**config.mk**
```make
export PLATFORM = sky130hd
export DESIGN_NAME = space_vector_pwm_duty_calc
export DESIGN_NICKNAME = d
export VERILOG_FILES = /design/src/sv/svpwm_pkg.sv /design/src/sv/space_vector_pwm_duty_calc.sv
export VERILOG_INCLUDE_DIRS = /design/src /design/src/sv
export SDC_FILE = /design/constraint.sdc
export NUM_CORES = 2
export LEC_CHECK = 0
export BUFFER_PORTS_ARGS = -buffer_cell sky130_fd_sc_hd__buf_2
export CAP_MARGIN = 20
export CORE_UTILIZATION = 29
export DETAILED_ROUTE_END_ITERATION = 7
export GPL_TIMING_DRIVEN = 0
export MAX_ROUTING_LAYER = met4
export PLACE_DENSITY = 0.49
export RECOVER_POWER = 100
export REMOVE_ABC_BUFFERS = 1
export SYNTH_ARGS = -nofsm -noshare
export SYNTH_HDL_FRONTEND = slang
export SYNTH_SLANG_ARGS = --single-unit
```
**constraint.sdc**
```tcl
create_clock -name clk -period 8.2 [get_ports clk]
set_input_delay 0.82 -clock clk [delete_from_list [all_inputs] [get_ports clk]]
set_output_delay 0.82 -clock clk [all_outputs]
set_load 0.005 [all_outputs]
```
**src/sv/space_vector_pwm_duty_calc_assert.svh**
```systemverilog
// ----------------------------------------------------------------------------
// Space vector PWM duty calculator assertion macros
// Shared assertion forms for the duty calculator pipeline checks.
// ----------------------------------------------------------------------------
`ifndef SPACE_VECTOR_PWM_DUTY_CALC_ASSERT_SVH
`define SPACE_VECTOR_PWM_DUTY_CALC_ASSERT_SVH

// Implication checked in the same cycle.
`define SVPWM_ASSERT_SAME(lbl, ante, cons, msg) \
    lbl: assert property (@(posedge clk) disable iff (!rst_n) (ante) |-> (cons)) \
        else $error(msg);

// Implication checked a fixed number of cycles later.
`define SVPWM_ASSERT_DELAY(lbl, ante, dly, cons, msg) \
    lbl: assert property (@(posedge clk) disable iff (!rst_n) (ante) |-> ##dly (cons)) \
        else $error(msg);

`endif

```
**src/sv/svpwm_pkg.sv**
```systemverilog
// ----------------------------------------------------------------------------
// Space vector PWM duty calculator package
// Transaction types and sector codes shared by the duty calculator.
// ----------------------------------------------------------------------------
package svpwm_pkg;

    localparam int DATA_W = 32;

    // Sector codes: bit0 Va > 0, bit1 Vb > 0, bit2 Vc > 0.
    localparam logic [2:0] SEC_ZERO = 3'd0;
    localparam logic [2:0] SEC_A    = 3'd1;
    localparam logic [2:0] SEC_B    = 3'd2;
    localparam logic [2:0] SEC_AB   = 3'd3;
    localparam logic [2:0] SEC_C    = 3'd4;
    localparam logic [2:0] SEC_AC   = 3'd5;
    localparam logic [2:0] SEC_BC   = 3'd6;
    localparam logic [2:0] SEC_ALL  = 3'd7;

    // Input transaction: one stator voltage vector.
    typedef struct packed {
        logic signed [DATA_W-1:0] v_alpha;
        logic signed [DATA_W-1:0] v_beta;
    } vec_t;

    // Result transaction: three phase duties and the sector.
    typedef struct packed {
        logic signed [DATA_W-1:0] duty_a;
        logic signed [DATA_W-1:0] duty_b;
        logic signed [DATA_W-1:0] duty_c;
        logic [2:0]               sector_code;
    } result_t;

endpackage

```
**src/sv/space_vector_pwm_duty_calc.sv**
```systemverilog
// A transaction accepted with start passes stages 1 to 4 and the output register before done rises.
// Throughput: one transaction per cycle; busy is always low.
// Depth is set by the five register stages around the single 32x32 multiplier.
// Results are shown for one cycle with done; the receiver cannot stall.
// Reset (rst_n, asynchronous, active low) clears the valid bits only.
// ----------------------------------------------------------------------------
// Space vector PWM duty calculator
// Pipelined sector search and phase duty computation from an alpha/beta
// voltage vector in signed fixed point.
// ----------------------------------------------------------------------------
module space_vector_pwm_duty_calc #(
    parameter int FRAC_BITS = 24
) (
    input  logic              clk,
    input  logic              rst_n,
    input  logic              start,
    output logic              busy,
    input  svpwm_pkg::vec_t   vec,
    output logic              done,
    output svpwm_pkg::result_t result
);

    localparam int W = svpwm_pkg::DATA_W;
    localparam int LATENCY = 5;
    localparam logic [63:0] K_WIDE = (64'd8660254 << FRAC_BITS) / 64'd10000000;
    localparam logic signed [W-1:0] K_SQRT3_2 = K_WIDE[W-1:0];
    localparam logic [63:0] ONE_WIDE = 64'd1 << FRAC_BITS;
    localparam logic [W-1:0] FX_ONE = ONE_WIDE[W-1:0];
    localparam logic [W-1:0] FX_HALF = ONE_WIDE[W:1];

    // Arithmetic halving with floor.
    function automatic logic [W-1:0] half_of(input logic [W-1:0] x);
        return {x[W-1], x[W-1:1]};
    endfunction

    // Strictly positive test on a two's complement word.
    function automatic logic is_pos(input logic [W-1:0] x);
        return (x != '0) && !x[W-1];
    endfunction

    // Map an on-time to a signed duty: 2*(t - 0.5).
    function automatic logic [W-1:0] to_duty(input logic [W-1:0] t);
        logic [W-1:0] d;
        d = t - FX_HALF;
        return {d[W-2:0], 1'b0};
    endfunction

    logic accept;

    // Every cycle can take a new transaction.
    assign busy   = 1'b0;
    assign accept = start && !busy;

    // Stage 1: capture the input vector.
    logic                 s1_valid_reg;
    logic signed [W-1:0]  s1_alpha_reg;
    logic [W-1:0]         s1_beta_reg;

    always_ff @(posedge clk or negedge rst_n)
    begin
        if (!rst_n)
        begin
            s1_valid_reg <= 1'b0;
        end
        else
        begin
            s1_valid_reg <= accept;
        end
    end

    always_ff @(posedge clk)
    begin
        if (accept)
        begin
            s1_alpha_reg <= vec.v_alpha;
            s1_beta_reg  <= vec.v_beta;
        end
    end

    // Stage 2: full product k * alpha.
    logic                   s2_valid_reg;
    logic signed [2*W-1:0]  s2_prod_reg;
    logic [W-1:0]           s2_beta_reg;

    always_ff @(posedge clk or negedge rst_n)
    begin
        if (!rst_n)
        begin
            s2_valid_reg <= 1'b0;
        end
        else
        begin
            s2_valid_reg <= s1_valid_reg;
        end
    end

    always_ff @(posedge clk)
    begin
        s2_prod_reg <= K_SQRT3_2 * s1_alpha_reg;
        s2_beta_reg <= s1_beta_reg;
    end

    // Stage 3: X/Y/Z times and the sector code from the phase voltage signs.
    logic           s3_valid_reg;
    logic [W-1:0]   s3_x_reg;
    logic [W-1:0]   s3_y_reg;
    logic [W-1:0]   s3_z_reg;
    logic [2:0]     s3_sec_reg;
    logic [W-1:0]   ka;
    logic [W-1:0]   hb;
    logic [W-1:0]   y_next;
    logic [W-1:0]   z_next;
    logic [2:0]     sec_next;

    always_comb
    begin
        // The floor shift keeps product bits above the fraction.
        ka       = s2_prod_reg[FRAC_BITS+W-1:FRAC_BITS];
        hb       = half_of(s2_beta_reg);
        y_next   = hb + ka;
        z_next   = hb - ka;
        sec_next = {is_pos(W'(0) - hb - ka), is_pos(ka - hb), is_pos(s2_beta_reg)};
    end

    always_ff @(posedge clk or negedge rst_n)
    begin
        if (!rst_n)
        begin
            s3_valid_reg <= 1'b0;
        end
        else
        begin
            s3_valid_reg <= s2_valid_reg;
        end
    end

    always_ff @(posedge clk)
    begin
        s3_x_reg   <= s2_beta_reg;
        s3_y_reg   <= y_next;
        s3_z_reg   <= z_next;
        s3_sec_reg <= sec_next;
    end

    // Stage 4: pick the two active vector times and form the base on-time.
    logic           s4_valid_reg;
    logic [W-1:0]   s4_t1_reg;
    logic [W-1:0]   s4_t2_reg;
    logic [W-1:0]   s4_base_reg;
    logic [2:0]     s4_sec_reg;
    logic [W-1:0]   t1_next;
    logic [W-1:0]   t2_next;

    always_comb
    begin
        case (s3_sec_reg)
            svpwm_pkg::SEC_A:
            begin
                t1_next = s3_z_reg;
                t2_next = s3_y_reg;
            end
            svpwm_pkg::SEC_B:
            begin
                t1_next = s3_y_reg;
                t2_next = W'(0) - s3_x_reg;
            end
            svpwm_pkg::SEC_AB:
            begin
                t1_next = W'(0) - s3_z_reg;
                t2_next = s3_x_reg;
            end
            svpwm_pkg::SEC_C:
            begin
                t1_next = W'(0) - s3_x_reg;
                t2_next = s3_z_reg;
            end
            svpwm_pkg::SEC_AC:
            begin
                t1_next = s3_x_reg;
                t2_next = W'(0) - s3_y_reg;
            end
            svpwm_pkg::SEC_BC:
            begin
                t1_next = W'(0) - s3_y_reg;
                t2_next = W'(0) - s3_z_reg;
            end
            default:
            begin
                t1_next = '0;
                t2_next = '0;
            end
        endcase
    end

    always_ff @(posedge clk or negedge rst_n)
    begin
        if (!rst_n)
        begin
            s4_valid_reg <= 1'b0;
        end
        else
        begin
            s4_valid_reg <= s3_valid_reg;
        end
    end

    always_ff @(posedge clk)
    begin
        s4_t1_reg   <= t1_next;
        s4_t2_reg   <= t2_next;
        s4_base_reg <= half_of(FX_ONE - t1_next - t2_next);
        s4_sec_reg  <= s3_sec_reg;
    end

    // Stage 5: cumulative on-times, phase assignment and duty mapping.
    logic           done_reg;
    svpwm_pkg::result_t result_reg;
    logic [W-1:0]   sum1;
    logic [W-1:0]   sum2;
    logic [W-1:0]   ta;
    logic [W-1:0]   tb;
    logic [W-1:0]   tc;

    always_comb
    begin
        sum1 = s4_base_reg + s4_t1_reg;
        sum2 = sum1 + s4_t2_reg;
        case (s4_sec_reg)
            svpwm_pkg::SEC_A:
            begin
                tb = s4_base_reg; ta = sum1; tc = sum2;
            end
            svpwm_pkg::SEC_B:
            begin
                ta = s4_base_reg; tc = sum1; tb = sum2;
            end
            svpwm_pkg::SEC_AB:
            begin
                ta = s4_base_reg; tb = sum1; tc = sum2;
            end
            svpwm_pkg::SEC_C:
            begin
                tc = s4_base_reg; tb = sum1; ta = sum2;
            end
            svpwm_pkg::SEC_AC:
            begin
                tb = s4_base_reg; tc = sum1; ta = sum2;
            end
            svpwm_pkg::SEC_BC:
            begin
                tc = s4_base_reg; ta = sum1; tb = sum2;
            end
            default:
            begin
                // Zero vector, or all signs positive after wrap-around.
                ta = FX_HALF; tb = FX_HALF; tc = FX_HALF;
            end
        endcase
    end

    always_ff @(posedge clk or negedge rst_n)
    begin
        if (!rst_n)
        begin
            done_reg <= 1'b0;
        end
        else
        begin
            done_reg <= s4_valid_reg;
        end
    end

    always_ff @(posedge clk)
    begin
        result_reg.duty_a      <= to_duty(ta);
        result_reg.duty_b      <= to_duty(tb);
        result_reg.duty_c      <= to_duty(tc);
        result_reg.sector_code <= s4_sec_reg;
    end

    assign done   = done_reg;
    assign result = result_reg;

    // Checks on the pipeline timing and the zero-vector case.
    `include "space_vector_pwm_duty_calc_assert.svh"

    `SVPWM_ASSERT_DELAY(a_latency, accept, LATENCY, done,
        "accepted transaction gave no result on time")
    `SVPWM_ASSERT_SAME(a_no_invented, done, $past(accept, LATENCY),
        "result without a matching transaction")
    `SVPWM_ASSERT_SAME(a_zero_vector,
        done && (result.sector_code == svpwm_pkg::SEC_ZERO ||
                 result.sector_code == svpwm_pkg::SEC_ALL),
        result.duty_a == '0 && result.duty_b == '0 && result.duty_c == '0,
        "zero vector gave nonzero duty")

endmodule

```
==> summary.md <==
The minimum period implied by the final worst setup slack came out at 7750 ps. The distinct cell type count of the synthesized netlist came out at 91. On the worst path, the slowest cell contributes a delay of 2910 ps. The routed wire length per instance works out to 20.3 um. The proportion of synthesized flip-flops having asynchronous set or reset is 0.0118, and the wire length of the first global-routing pass is 222,000 um.

In this run the cell area of the synthesized design comes to 45,400 um2. The total number of H-tree levels came out at 2. The worst slack at placement was -493 ps; the share of layout cells above drive strength 1 was 0.0568. Area fraction in and, or, nand and nor cells after synthesis: 0.109. After synthesis, the cell types taking the most area are fa_1 (20%), dfxtp_1 (16%), ha_1 (16%). Placement-stage cell area: 48,600 um2. For the total wirelength of the detailed-routed design, the log shows 147,000 um. The deepest clock path buffer count was 3; the detailed-routing iteration count for the pre-antenna-repair pass was 5. Area taken by multi-input logic gates: 32,100 um2. For this run the aggregate overflow at the end of global routing stands at 0.

The number of routed nets with antenna violations is 0. The number of global-route vias before repair was 36,200; the number of diodes was 0. The number of port buffers was 163.

Relative max-transition margin: -1.78. Data on the critical path arrives at its endpoint at 8350 ps. The tools report the setup-violating endpoint count in the final report as 0. The number of synthesis warnings came out at 0. The floorplan die area is 158,000 um2. The critical path startpoint category is a flip-flop. The kind of end point of the critical path was a flip-flop.

Counting flops with a built-in enable in the synthesized netlist gives 64. The share of the synthesized area in compound gates (AO/OA/AOI/OAI) is 0.162, and the weighted congestion reported at the end of routability-driven placement is 0.956. The fraction of post-synthesis cell area in the top cell type by area came out at 0.199. The maximum clock rate is 0.129 GHz.

The largest individual stage delay along the critical path comes from the cell clkbuf_1. The initial antenna violation count was 1; the number of hold violations in the final report was 0. The effective utilization at floorplan is 0.293.

TritonCTS built the clock tree. At the end of the flow, the number of nets in the layout was 6,246. The number of top-level design ports is 168. Dividing the detail-routed via count by the number of cells gives 4.89. The category of the critical setup timing path was flip-flop to flip-flop.

The die extent in x is 398 um. The share of the yosys chip area belonging to registers was 0.201; the worst setup skew after layout was 69.4 ps. By area, the combinational part of the netlist is dominated by adder cells. The floorplan step set the die height to 398 um. The clock transition at the registers of the reported paths came out at 70 ps. Most common library cell in the layout ignoring fill and taps: inv_1. Synthesis produced a netlist whose cell count is 5,065.

Synthesis inferred 423 register bits. The path class of the tightest hold or removal check is input port to flip-flop. The post-synthesis xor/xnor area fraction is 0.0679. The share of synthesized cell area in full adder, half adder and majority cells is 0.354. Average cell area after synthesis: 8.96 um2. The final reports fail on capacitance limit, slew limit. Library cell occupying the most area in the post-synthesis netlist: fa_1. After routing the design area is 50,400 um2.

The count of placed standard cells including taps came out at 7,136. In this run the clock root is driven by a clkbuf_16. The portion of the clock cycle consumed by the worst path in the final layout is 0.946, and the setup slack of the critical path after layout is 445 ps. For the detailed-placement wirelength estimate, the log shows 123,000 um.

The share of synthesized area spent on multiplexers is 0.0124. For the all-layer global routing usage, the log shows 0.189. The number of design rule violations left after detail routing is 0, and the filler cell count in the final layout is 16,200. CTS saw 423 sinks. In this run the core area contains 144 standard-cell rows.

The run finished, with violations left. The clock reaches the later pin of the worst-skew pair after 700 ps. In this run the critical register-to-register path is launched from s4_sec_reg[1]$_DFF_P_.

At the pin with the least slew margin, the transition time is 4170 ps. The detailed router placed 35,500 vias in this run. Summing all flip-flop and latch instances after layout gives 9140 um2. Across the run, the number of max-cap violations was 6. First element of the critical path: s4_sec_reg[1]$_DFF_P_. The library cells used most frequently in the layout, excluding fill and tap cells, are inv_1 (944), ha_1 (563), fa_1 (451). TritonCTS created 55 clock buffers. The maximum number of pins on one net before global-route repair is 95, and the starting DRC count in detailed routing is 2,211.

The number of cells in the finished layout apart from fillers was 7,254; the flip-flop count of the largest register, all copies and words added was 96. Along the worst path, the maximum fanout reaches 94. After floorplanning, the core was sized to cover 155,000 um2. Origin of the worst min-delay path: vec[28].

Main flop type after synthesis: dfxtp_1. Traced cell by cell, the critical path runs through clkbuf_1 -> inv_1 -> nor2_4 -> nand2_1 -> mux2i_1 -> o22ai_1 -> and2_1 -> and4_1 -> nand3_1 -> xor2_1. The total count of max-transition violations in the final report was 311. For the worst setup path, the data required time is 8790 ps. From synthesis to final layout, the design area changed by 11.2%.
synth_stat cells (14+ instances only):
library cell  count
a211oi_1         38
nand4_1          23
o2111ai_1        14
a21oi_1         315
o21ai_0         131
nand2_1         239
xor2_1          126
o211ai_1         21
clkbuf_1        136
a221oi_1        102
nand3_1          52
nand2b_1         42
and3_1           25
mux2i_1          39
a22oi_1          56
a221o_1          20
nor3_1          104
buf_1            22
dfxtp_1         354
ha_1            563
fa_1            451
nand3b_1         14
or3_1            33
a21o_1           78
o31ai_1          21
or2_2            17
inv_1           945
edfxtp_1         64
and2_1           24
nor2_1          315
o21bai_1         51
nor2b_1          39
nor4_1           37
a31oi_1          47
xnor2_1         226
o21a_1           43
mux2_2           14
routing by layer:
metal	global-route usage	vias up	routed length [um]
met3	0.0156	214	5320
met2	0.312	894	69600
met1	0.238	17100	65400
met5	-	-	0
li1	-	17200	-
met4	0.0771	0	6660
worst max-delay path: cells and delay by family (launching register included):
| kind | cells | cell delay (ps) |
|---|---|---|
| AO/OA/AOI/OAI | 1 | 210 |
| XOR/XNOR | 1 | 160 |
| flip-flops | 1 | 420 |
| multiplexers | 1 | 170 |
| buffers and inverters | 2 | 4740 |
| AND/OR/NAND/NOR | 5 | 1850 |
layout make-up:
class                           instances  share of cell area
Clock buffer                           66              0.0295
Tap cell                             2044              0.0507
Sequential cell                       423               0.181
Inverter                              956              0.0711
Timing Repair Buffer                  204              0.0229
Multi-Input combinational cell       3525               0.636
Clock inverter                         36             0.00866
path summary, 6_finish.rpt:
path / end / slack, ps / cells past startpoint
min in group asynchronous: s1_valid_reg$_DFF_PN0_ / 490 / 2
worst max-delay path: result[34]$_DFF_P_ / 450 / 10
worst max register to register: result[34]$_DFF_P_ / 450 / 10
max in group asynchronous: s3_valid_reg$_DFF_PN0_ / 7500 / 2
worst min-delay path: s1_beta_reg[28]$_DFFE_PP_ / 290 / 1
worst min register to register: s2_beta_reg[0]$_DFF_P_ / 300 / 0
through the flow:
stage          TNS [ps]  hold slack (ps)   util
2_1_floorplan         0              323      -
5_1_grt           -42.2              258  0.326
6_report              0              288  0.326
3_5_place_dp      -2230              327  0.314
4_1_cts               0              228  0.327
3_3_place_gp     -55980              324  0.311
timing repair:
| action | CTS | global route |
|---|---|---|
| hold endpoints to repair | 5 | 0 |
| pin swaps | 0 | 1 |
| cloned | 0 | 0 |
| gates resized for setup | 4 | 4 |
| setup endpoints to repair | 9 | 7 |
| hold buffers | 1 | 0 |
| buffers inserted | 1 | 14 |
kinds of logic after synthesis:
group                      after synthesis
muxes                                   54
adders and majority gates             1014
and+or+nand+nor                       1018
AOI/OAI and AO/OA                     1083
xor gates and xnor gates               352
buffers and inverters                 1120
other                                    1
DFF                                    423
Power is not shown: default switching activity piles up to over one toggle a cycle in this logic, so the estimate is an artifact.
